<file path="src/rtl/dsds_pkg.sv">
package dsds_pkg;

	// input item kinds
	typedef enum logic [1:0] {
		KIND_START  = 2'd0,
		KIND_STATUS = 2'd1,
		KIND_TICK   = 2'd2,
		KIND_ERROR  = 2'd3
	} kind_t;

	// result actions
	typedef enum logic [1:0] {
		ACT_NONE  = 2'd0,
		ACT_READ  = 2'd1,
		ACT_WRITE = 2'd2,
		ACT_NMT   = 2'd3
	} action_t;

	// sequencer phases
	typedef enum logic [2:0] {
		PH_IDLE    = 3'd0,
		PH_READ    = 3'd1,
		PH_QSTOP   = 3'd2,
		PH_DISV    = 3'd3,
		PH_SHUT    = 3'd4,
		PH_NMTWAIT = 3'd5
	} phase_t;

	// configuration register indexes
	typedef enum logic [2:0] {
		REG_QUICK_STOP_ENABLE   = 3'd0,
		REG_NMT_ONLY_MODE       = 3'd1,
		REG_SETTLE_TIMEOUT_MS   = 3'd2,
		REG_SHUTDOWN_TIMEOUT_MS = 3'd3,
		REG_RETRY_PERIOD_MS     = 3'd4,
		REG_RESET_SETTLE_MS     = 3'd5
	} reg_index_t;

	localparam int unsigned CFG_DATA_W = 16;
	localparam int unsigned IDX_W      = 3;

	// control words
	localparam logic [15:0] CW_QUICK_STOP      = 16'h0002;
	localparam logic [15:0] CW_DISABLE_VOLTAGE = 16'h0000;
	localparam logic [15:0] CW_SHUTDOWN        = 16'h0006;

	// status word decode
	localparam logic [15:0] SW_MASK_STATE = 16'h006F;
	localparam logic [15:0] SW_MASK_FAULT = 16'h004F;
	localparam logic [15:0] SW_OP_ENABLED = 16'h0027;
	localparam logic [15:0] SW_QS_ACTIVE  = 16'h0007;
	localparam logic [15:0] SW_FAULT_REACT = 16'h000F;

	localparam logic [15:0] ELAPSED_MAX = 16'hFFFF;

	// configuration reset values
	localparam logic        RST_QUICK_STOP_ENABLE   = 1'b1;
	localparam logic        RST_NMT_ONLY_MODE       = 1'b0;
	localparam logic [15:0] RST_SETTLE_TIMEOUT_MS   = 16'd400;
	localparam logic [15:0] RST_SHUTDOWN_TIMEOUT_MS = 16'd200;
	localparam logic [9:0]  RST_RETRY_PERIOD_MS     = 10'd20;
	localparam logic [9:0]  RST_RESET_SETTLE_MS     = 10'd150;

	typedef struct packed {
		logic [1:0]  kind;
		logic [15:0] status_word;
	} in_item_t;

	typedef struct packed {
		logic [1:0]  action;
		logic [15:0] control_word;
		logic        done_res;
		logic        success;
		logic        energized;
	} out_item_t;

	typedef struct packed {
		logic        quick_stop_enable;
		logic        nmt_only_mode;
		logic [15:0] settle_timeout_ms;
		logic [15:0] shutdown_timeout_ms;
		logic [9:0]  retry_period_ms;
		logic [9:0]  reset_settle_ms;
	} cfg_t;

	typedef struct packed {
		phase_t      phase;
		logic [15:0] current_command;
		logic [15:0] phase_elapsed_ms;
		logic [9:0]  retry_wait_ms;
		logic        waiting_retry;
		logic [15:0] last_status;
	} seq_state_t;

	// drive still holds power: operation enabled, quick stop active, fault reaction
	function automatic logic is_powered(input logic [15:0] sw);
		return ((sw & SW_MASK_STATE) == SW_OP_ENABLED) ||
			((sw & SW_MASK_STATE) == SW_QS_ACTIVE) ||
			((sw & SW_MASK_FAULT) == SW_FAULT_REACT);
	endfunction

endpackage

</file>
<file path="src/rtl/dsds_step.sv">
module dsds_step (
	input  dsds_pkg::seq_state_t st,
	input  dsds_pkg::cfg_t       cfg,
	input  dsds_pkg::in_item_t   item,
	output dsds_pkg::seq_state_t nxt,
	output dsds_pkg::out_item_t  res
);
	import dsds_pkg::*;

	always_comb begin
		logic        in_drive;
		logic        pwr;
		logic        qs_active;
		logic        op_enabled;
		logic [15:0] limit;
		logic [9:0]  period;
		logic [10:0] wait_inc;
		logic [15:0] elapsed_inc;
		logic [15:0] sw;

		sw          = item.status_word;
		in_drive    = (st.phase == PH_QSTOP) || (st.phase == PH_DISV) ||
			(st.phase == PH_SHUT);
		pwr         = is_powered(sw);
		qs_active   = (sw & SW_MASK_STATE) == SW_QS_ACTIVE;
		op_enabled  = (sw & SW_MASK_STATE) == SW_OP_ENABLED;
		limit       = (st.phase == PH_SHUT) ? cfg.shutdown_timeout_ms : cfg.settle_timeout_ms;
		period      = (cfg.retry_period_ms == '0) ? 10'd1 : cfg.retry_period_ms;
		wait_inc    = {1'b0, st.retry_wait_ms} + 11'd1;
		elapsed_inc = (st.phase_elapsed_ms < ELAPSED_MAX) ?
			st.phase_elapsed_ms + 16'd1 : st.phase_elapsed_ms;

		nxt              = st;
		res              = '0;
		res.action       = ACT_NONE;

		case (kind_t'(item.kind))
			// start request
			KIND_START: begin
				if (st.phase == PH_IDLE) begin
					if (cfg.nmt_only_mode) begin
						res.action   = ACT_NMT;
						res.done_res = 1'b1;
						res.success  = 1'b1;
					end else begin
						nxt.phase            = PH_READ;
						nxt.phase_elapsed_ms = '0;
						nxt.retry_wait_ms    = '0;
						nxt.waiting_retry    = 1'b0;
						res.action           = ACT_READ;
					end
				end
			end
			// status reply
			KIND_STATUS: begin
				if (st.phase == PH_READ) begin
					nxt.last_status      = sw;
					nxt.phase_elapsed_ms = '0;
					nxt.retry_wait_ms    = '0;
					nxt.waiting_retry    = 1'b0;
					if (!pwr) begin
						nxt.phase           = PH_IDLE;
						nxt.current_command = '0;
						res.done_res        = 1'b1;
						res.success         = 1'b1;
					end else begin
						res.action = ACT_WRITE;
						if (cfg.quick_stop_enable && op_enabled) begin
							nxt.phase           = PH_QSTOP;
							nxt.current_command = CW_QUICK_STOP;
						end else if (qs_active) begin
							nxt.phase           = PH_DISV;
							nxt.current_command = CW_DISABLE_VOLTAGE;
						end else begin
							nxt.phase           = PH_SHUT;
							nxt.current_command = CW_SHUTDOWN;
						end
						res.control_word = nxt.current_command;
					end
				end else if (in_drive && !st.waiting_retry) begin
					nxt.last_status = sw;
					if (!pwr || (st.phase_elapsed_ms >= limit)) begin
						// phase finished: pick the next one
						nxt.phase_elapsed_ms = '0;
						nxt.retry_wait_ms    = '0;
						nxt.waiting_retry    = 1'b0;
						if ((st.phase == PH_QSTOP) && qs_active) begin
							nxt.phase           = PH_DISV;
							nxt.current_command = CW_DISABLE_VOLTAGE;
							res.action          = ACT_WRITE;
							res.control_word    = CW_DISABLE_VOLTAGE;
						end else if ((st.phase == PH_QSTOP) || (st.phase == PH_DISV)) begin
							nxt.phase           = PH_SHUT;
							nxt.current_command = CW_SHUTDOWN;
							res.action          = ACT_WRITE;
							res.control_word    = CW_SHUTDOWN;
						end else if (!pwr) begin
							nxt.phase           = PH_IDLE;
							nxt.current_command = '0;
							res.done_res        = 1'b1;
							res.success         = 1'b1;
						end else begin
							// shutdown failed: fall back to nmt reset
							nxt.current_command = '0;
							res.action          = ACT_NMT;
							if (cfg.reset_settle_ms == '0) begin
								nxt.phase    = PH_IDLE;
								res.done_res = 1'b1;
								res.success  = 1'b1;
							end else begin
								nxt.phase = PH_NMTWAIT;
							end
						end
					end else begin
						nxt.waiting_retry = 1'b1;
						nxt.retry_wait_ms = '0;
					end
				end
			end
			// millisecond tick
			KIND_TICK: begin
				if (in_drive) begin
					nxt.phase_elapsed_ms = elapsed_inc;
					if (st.waiting_retry) begin
						if (wait_inc >= {1'b0, period}) begin
							nxt.waiting_retry = 1'b0;
							nxt.retry_wait_ms = '0;
							res.action        = ACT_WRITE;
							res.control_word  = st.current_command;
						end else begin
							nxt.retry_wait_ms = wait_inc[9:0];
						end
					end
				end else if (st.phase == PH_NMTWAIT) begin
					nxt.phase_elapsed_ms = elapsed_inc;
					if (elapsed_inc >= {6'd0, cfg.reset_settle_ms}) begin
						nxt.phase            = PH_IDLE;
						nxt.current_command  = '0;
						nxt.phase_elapsed_ms = '0;
						nxt.retry_wait_ms    = '0;
						nxt.waiting_retry    = 1'b0;
						res.done_res         = 1'b1;
						res.success          = 1'b1;
					end
				end
			end
			// access error
			default: begin
				if (st.phase != PH_IDLE) begin
					nxt.phase            = PH_IDLE;
					nxt.current_command  = '0;
					nxt.phase_elapsed_ms = '0;
					nxt.retry_wait_ms    = '0;
					nxt.waiting_retry    = 1'b0;
					res.action           = ACT_NMT;
					res.done_res         = 1'b1;
					res.success          = 1'b1;
				end
			end
		endcase

		res.energized = is_powered(nxt.last_status);
	end

endmodule

</file>
<file path="src/rtl/drive_safe_disable_sequencer.sv">
// channel   | direction | handshake             | payload
// ----------+-----------+-----------------------+---------------------------------------
// in        | input     | in_valid / in_ready   | in_item: kind, status_word
// out       | output    | out_valid / out_ready | out_item: action, control_word, done_res,
//           |           |                       |   success, energized
// config    | input     | wr_en                 | wr_index, wr_data
//
// each event transfer yields exactly one result, registered in the cycle after the transfer
// sequencer state updates at each event transfer; one event per clock unless out stalls
// in_ready is high while the result register is empty or being drained, so a stalled
// output holds one result and blocks further input only until it is taken
// arst_n clears the sequencer to idle, the result register to empty, and all
// configuration registers to their defaults
module drive_safe_disable_sequencer (
	input  logic                                clk,
	input  logic                                arst_n,
	input  logic                                in_valid,
	output logic                                in_ready,
	input  dsds_pkg::in_item_t                  in_item,
	output logic                                out_valid,
	input  logic                                out_ready,
	output dsds_pkg::out_item_t                 out_item,
	input  logic                                wr_en,
	input  logic [dsds_pkg::IDX_W-1:0]          wr_index,
	input  logic [dsds_pkg::CFG_DATA_W-1:0]     wr_data
);
	import dsds_pkg::*;

	cfg_t       cfg_q;
	seq_state_t state_q;
	seq_state_t state_nxt;
	out_item_t  res_nxt;
	out_item_t  res_q;
	logic       res_valid_q;
	logic       in_xfer;

	assign in_ready  = !res_valid_q || out_ready;
	assign in_xfer   = in_valid && in_ready;
	assign out_valid = res_valid_q;
	assign out_item  = res_q;

	// configuration registers
	always_ff @(posedge clk or negedge arst_n) begin
		if (!arst_n) begin
			cfg_q.quick_stop_enable   <= RST_QUICK_STOP_ENABLE;
			cfg_q.nmt_only_mode       <= RST_NMT_ONLY_MODE;
			cfg_q.settle_timeout_ms   <= RST_SETTLE_TIMEOUT_MS;
			cfg_q.shutdown_timeout_ms <= RST_SHUTDOWN_TIMEOUT_MS;
			cfg_q.retry_period_ms     <= RST_RETRY_PERIOD_MS;
			cfg_q.reset_settle_ms     <= RST_RESET_SETTLE_MS;
		end else if (wr_en) begin
			unique case (reg_index_t'(wr_index))
				REG_QUICK_STOP_ENABLE:   cfg_q.quick_stop_enable   <= wr_data[0];
				REG_NMT_ONLY_MODE:       cfg_q.nmt_only_mode       <= wr_data[0];
				REG_SETTLE_TIMEOUT_MS:   cfg_q.settle_timeout_ms   <= wr_data;
				REG_SHUTDOWN_TIMEOUT_MS: cfg_q.shutdown_timeout_ms <= wr_data;
				REG_RETRY_PERIOD_MS:     cfg_q.retry_period_ms     <= wr_data[9:0];
				REG_RESET_SETTLE_MS:     cfg_q.reset_settle_ms     <= wr_data[9:0];
				default: ;
			endcase
		end
	end

	// next state and result for the incoming event
	dsds_step u_step (
		.st   (state_q),
		.cfg  (cfg_q),
		.item (in_item),
		.nxt  (state_nxt),
		.res  (res_nxt)
	);

	// sequencer state
	always_ff @(posedge clk or negedge arst_n) begin
		if (!arst_n) begin
			state_q.phase            <= PH_IDLE;
			state_q.current_command  <= '0;
			state_q.phase_elapsed_ms <= '0;
			state_q.retry_wait_ms    <= '0;
			state_q.waiting_retry    <= 1'b0;
			state_q.last_status      <= '0;
		end else if (in_xfer) begin
			state_q <= state_nxt;
		end
	end

	// result register valid
	always_ff @(posedge clk or negedge arst_n) begin
		if (!arst_n) begin
			res_valid_q <= 1'b0;
		end else if (in_xfer) begin
			res_valid_q <= 1'b1;
		end else if (out_ready) begin
			res_valid_q <= 1'b0;
		end
	end

	// result payload
	always_ff @(posedge clk) begin
		if (in_xfer) begin
			res_q <= res_nxt;
		end
	end

endmodule
</file>
<file path="config.mk">
export PLATFORM = sky130hd
export DESIGN_NAME = drive_safe_disable_sequencer
export DESIGN_NICKNAME = d
export VERILOG_FILES = /design/src/rtl/dsds_pkg.sv /design/src/rtl/dsds_step.sv /design/src/rtl/drive_safe_disable_sequencer.sv
export SDC_FILE = /design/constraint.sdc
export NUM_CORES = 1
export LEC_CHECK = 0
export BUFFER_PORTS_ARGS = -buffer_cell sky130_fd_sc_hd__buf_2
export CAP_MARGIN = 15
export CORE_MARGIN = 5
export CORE_UTILIZATION = 34
export DETAILED_ROUTE_END_ITERATION = 10
export PLACE_DENSITY = 0.55
export SYNTH_ARGS = -nofsm -noshare
export SYNTH_HDL_FRONTEND = slang
export SYNTH_SLANG_ARGS = --single-unit
</file>
<file path="constraint.sdc">
create_clock -name clk -period 4.6 [get_ports clk]
set_clock_uncertainty 0.2 [all_clocks]
set_input_delay 0.92 -clock clk [delete_from_list [all_inputs] [get_ports clk]]
set_output_delay 0.92 -clock clk [all_outputs]
set_load 0.02 [all_outputs]
</file>
==> metrics.txt <==
# TYPE chip_impl_metric gauge
chip_impl_metric{name="totalNegativeSetupSlack",unit="ps"} 0
chip_impl_info{name="critPathKind",value="reg2reg"} 1
chip_impl_metric{name="power.density_cell_area",unit="nW/um2"} 361.5
chip_impl_info{name="synthFlopType",value="dfrtp_1"} 1
chip_impl_info{name="synthMostInstantiatedCell",value="dfrtp_1"} 1
chip_impl_metric{name="post_drt_via_cell_ratio",unit=""} 5.386
chip_impl_metric{name="placeableCoreArea",unit="um2"} 18020
chip_impl_metric{name="drt_pass1_iterations",unit=""} 5
chip_impl_metric{name="dieArea",unit="um2"} 21240
chip_impl_info{name="timing.critical_path.slowest_stage_cell",value="dfrtp_1"} 1
chip_impl_info{name="worst_setup_path_end_kind",value="register"} 1
chip_impl_info{name="synth_common_cells",value="78 x dfrtp_1, 56 x nand2_1, 51 x mux2_2, 42 x ha_1, 42 x inv_1"} 1
chip_impl_info{name="worst_setup_path_start_kind",value="register"} 1
chip_impl_info{name="crit_chain",value="ha_1 -> and4_1 -> nand2_1 -> o21ai_1 -> nor2_1 -> xor2_1 -> ha_1 -> a211o_1 -> a21oi_1 -> o21ai_0 -> a32oi_2 -> nand3_1 -> nand3_1 -> mux2_2"} 1
chip_impl_info{name="cts_tree",value="done"} 1
chip_impl_metric{name="drv_slew",unit=""} 0
chip_impl_metric{name="cts_buffer_depth",unit=""} 2
chip_impl_metric{name="synth-async-reset-ratio",unit="%"} 92.86
chip_impl_info{name="main_combinational_cell_family_by_area_after_synthesis",value="simple AND/OR/NAND/NOR gates"} 1
chip_impl_metric{name="clock_insertion_delay_worst_skew",unit="ps"} 360
chip_impl_metric{name="timing.critical_path.buf_inv",unit=""} 0
chip_impl_metric{name="power.leakage",unit="nW"} 3.230
chip_impl_metric{name="fillerInstances",unit=""} 1783
chip_impl_metric{name="globalRoute.totalOverflow",unit=""} 0
chip_impl_metric{name="synth.mux.area_fraction",unit="%"} 13.16
chip_impl_metric{name="worst_max_slew_pin_slew",unit="ps"} 950.4
chip_impl_metric{name="period_minus_slack",unit="ps"} 4130
chip_impl_metric{name="required",unit="ps"} 4640
chip_impl_metric{name="grt_pass1_vias",unit=""} 4936
chip_impl_metric{name="synth_top_area_share",unit="%"} 31.15
chip_impl_metric{name="detailroute.via_count",unit=""} 4880
chip_impl_metric{name="number_of_antenna_violations_at_the_first_check_in_global_routing",unit=""} 0
chip_impl_metric{name="num_rows",unit=""} 49
chip_impl_metric{name="detailedPlace.worstSlack",unit="ps"} 485.3
chip_impl_info{name="setup_repair_after_global_routing_missed_its_margin",value="false"} 1
chip_impl_metric{name="slew-limit-headroom",unit="%"} 36.46
chip_impl_metric{name="ys_ff_latch",unit=""} 98
chip_impl_metric{name="ant_nets",unit=""} 0
chip_impl_metric{name="avgSynthCellArea",unit="um2"} 9.852
chip_impl_metric{name="synth_enable_flop_cells",unit=""} 7
chip_impl_metric{name="drt_wl_total",unit="mm"} 14.87
chip_impl_metric{name="synthSimpleGateAreaFrac",unit="%"} 17.39
chip_impl_metric{name="largest_stage_delay_on_the_critical_path",unit="ps"} 480
chip_impl_info{name="outcome",value="complete, no violations"} 1
chip_impl_metric{name="buffer_ports.inserted",unit=""} 54
chip_impl_metric{name="critPathMaxFanout",unit=""} 7
chip_impl_metric{name="grt_first_pass_wirelength",unit="mm"} 24.70
chip_impl_info{name="hold_class",value="reg2reg"} 1
chip_impl_info{name="crit_family",value="compound AO/OA/AOI/OAI gates"} 1
chip_impl_metric{name="netlist_area",unit="um2"} 6266
chip_impl_metric{name="worstPathArrival",unit="ps"} 4170
chip_impl_metric{name="final-setup-viol-count",unit=""} 0
chip_impl_metric{name="final-hold-violation-count",unit=""} 0
chip_impl_metric{name="finish.net_count",unit=""} 756
chip_impl_metric{name="synth_xor_xnor_area_share",unit="%"} 2.097
chip_impl_metric{name="share_of_the_synthesized_area_in_compound_gates_ao_oa_aoi_oai",unit="%"} 12.88
chip_impl_metric{name="seq_area_frac_synth",unit="%"} 39.96
chip_impl_metric{name="max-cap-violations",unit=""} 0
chip_impl_metric{name="layout_worst_path_cycle_share",unit="%"} 89.79
chip_impl_info{name="cts_root_buf",value="clkbuf_16"} 1
chip_impl_metric{name="largest_net_degree_at_the_start_of_global_routing",unit=""} 67
chip_impl_metric{name="die_height",unit="um"} 145.8
chip_impl_metric{name="synth.lib_cells_used.distinct",unit=""} 74
chip_impl_metric{name="yosysWarningCount",unit=""} 0
chip_impl_metric{name="cts_sinks",unit=""} 98
chip_impl_metric{name="setup_slack",unit="ps"} 469.7
chip_impl_info{name="synthTopCellsByArea",value="dfrtp_1 31%, mux2_2 9.2%, ha_1 8.4%, dfstp_2 5.5%, mux2i_1 4.0%"} 1
chip_impl_metric{name="drt-initial-drc-count",unit=""} 381
chip_impl_metric{name="gp_routability_congestion",unit=""} 0.8888
chip_impl_metric{name="cts_hold_buf",unit=""} 0
chip_impl_metric{name="ctsHtreeMaxLevel",unit=""} 3
chip_impl_metric{name="initial_core_utilization",unit="%"} 34.76
chip_impl_metric{name="wl_per_cell",unit="um"} 16.42
chip_impl_metric{name="tritoncts.num_buffers",unit=""} 9
chip_impl_metric{name="drive_gt1_share",unit="%"} 23.04
chip_impl_metric{name="clock_slew_at_reported_path_ffs",unit="ps"} 70
chip_impl_metric{name="num_antenna_cells",unit=""} 0
chip_impl_metric{name="groute.usage.overall",unit="%"} 14.11
chip_impl_metric{name="pin_count",unit=""} 65
chip_impl_metric{name="max_freq",unit="GHz"} 0.2421
chip_impl_info{name="synth_top_cell_by_area",value="dfrtp_1"} 1
chip_impl_metric{name="dieWidth",unit="um"} 145.8
chip_impl_metric{name="syn_inst",unit=""} 636
chip_impl_metric{name="synthesis.nets",unit=""} 720
chip_impl_metric{name="layout-area-overhead-vs-synth",unit="%"} 11.86
chip_impl_metric{name="hpwlAfterDp",unit="mm"} 11.25
chip_impl_metric{name="drc",unit=""} 0
chip_impl_metric{name="power.ir.vdd_worst",unit="mV"} 0.1962
chip_impl_metric{name="yosys.area_share.adder",unit="%"} 8.387
-- kinds of logic (layout without fill, tap and decap cells) --
logic type,Yosys count,after routing
adders and majority gates,42,42
and+or+nand+nor,207,207
AOI/OAI and AO/OA,118,118
muxes,76,76
buffers and inverters,79,120
other,1,1
DFF,98,98
xor gates and xnor gates,15,15
-- stage by stage --
stage	util [%]	std cells	power (mW)	hold WS, ps	instance area, um2
after global routing	38.89	906	2.684	313.4	7009
after floorplan	-	636	1.516	271.2	6266
after global placement	36.96	890	1.662	278.8	6663
after detailed placement	36.96	890	1.690	292.6	6663
final	38.89	906	2.534	304.2	7009
after CTS	38.84	906	2.559	307.2	7002
-- where the power goes --
group | internal [mW] | switching (mW)
sequential | 1.03 | 0.0828
combinational | 0.256 | 0.309
clock | 0.513 | 0.344
-- layout make-up --
class                      count  area, um2  area share, %
multi-input combinational    459       3390          48.36
sequential                    98       2504          35.72
timing repair buffer          62      332.8          4.748
tap                          229      286.5          4.088
clock buffer                  11      254.0          3.624
inverter                      42      157.7          2.249
clock inverter                 5      85.08          1.214
-- layer usage --
layer  part of all wire (%)  GRT usage, %  vias up  wire (um)
met3                    5.8         3.083       17        860
met1                     44         18.67     2384       6608
met2                     48         22.98      136       7144
met4                    1.7         4.571        0        259
li1                       -             -     2343          -
met5                      0             0        -          0
-- repair_timing --
action                                  in CTS  in global routing
endpoints found under the setup margin       0                  2
gates resized for setup                      0                  1
setup buffers                                0                  0
-- flip-flops by register name, summed over array words and instances (netlist names) --
name and cells:
out_item 7, cfg_q 54, state_q 36, out_valid 1
-- cells in the final DEF (no fill, tap or decap), types with 5 or more instances in the layout --
cell type,count
and2_1,7
nor2_1,39
o22a_1,5
o21ai_0,29
nor2b_1,6
nor3_1,14
xnor2_1,13
a21oi_1,25
nand2b_1,8
and3_1,8
edfxtp_1,7
nand2_1,56
mux2i_1,25
nand3_1,22
mux2_2,51
dfrtp_1,78
clkbuf_16,10
nor4_1,5
inv_1,42
nand4_1,9
a31oi_1,6
buf_4,9
dfstp_2,13
buf_2,53
a21o_1,7
o211ai_1,6
or3_1,5
ha_1,42
-- worst paths after layout --
check | cells after the start | endpoint | start | slack [ps]
worst min-delay path | 1 | cfg_q[35]$_DFFE_PN0P_ | cfg_q[35]$_DFFE_PN0P_ | 300
max in group asynchronous | 2 | cfg_q[26]$_DFFE_PN1P_ | arst_n | 2800
min in group asynchronous | 1 | state_q[20]$_DFFE_PN0P_ | arst_n | 480
worst min register to register | 1 | cfg_q[35]$_DFFE_PN0P_ | cfg_q[35]$_DFFE_PN0P_ | 300
worst max register to register | 14 | state_q[61]$_DFFE_PN0P_ | state_q[27]$_DFFE_PN0P_ | 470
worst max-delay path | 14 | state_q[61]$_DFFE_PN0P_ | state_q[27]$_DFFE_PN0P_ | 470
No activity file was read; power rests on OpenSTA's default activity.
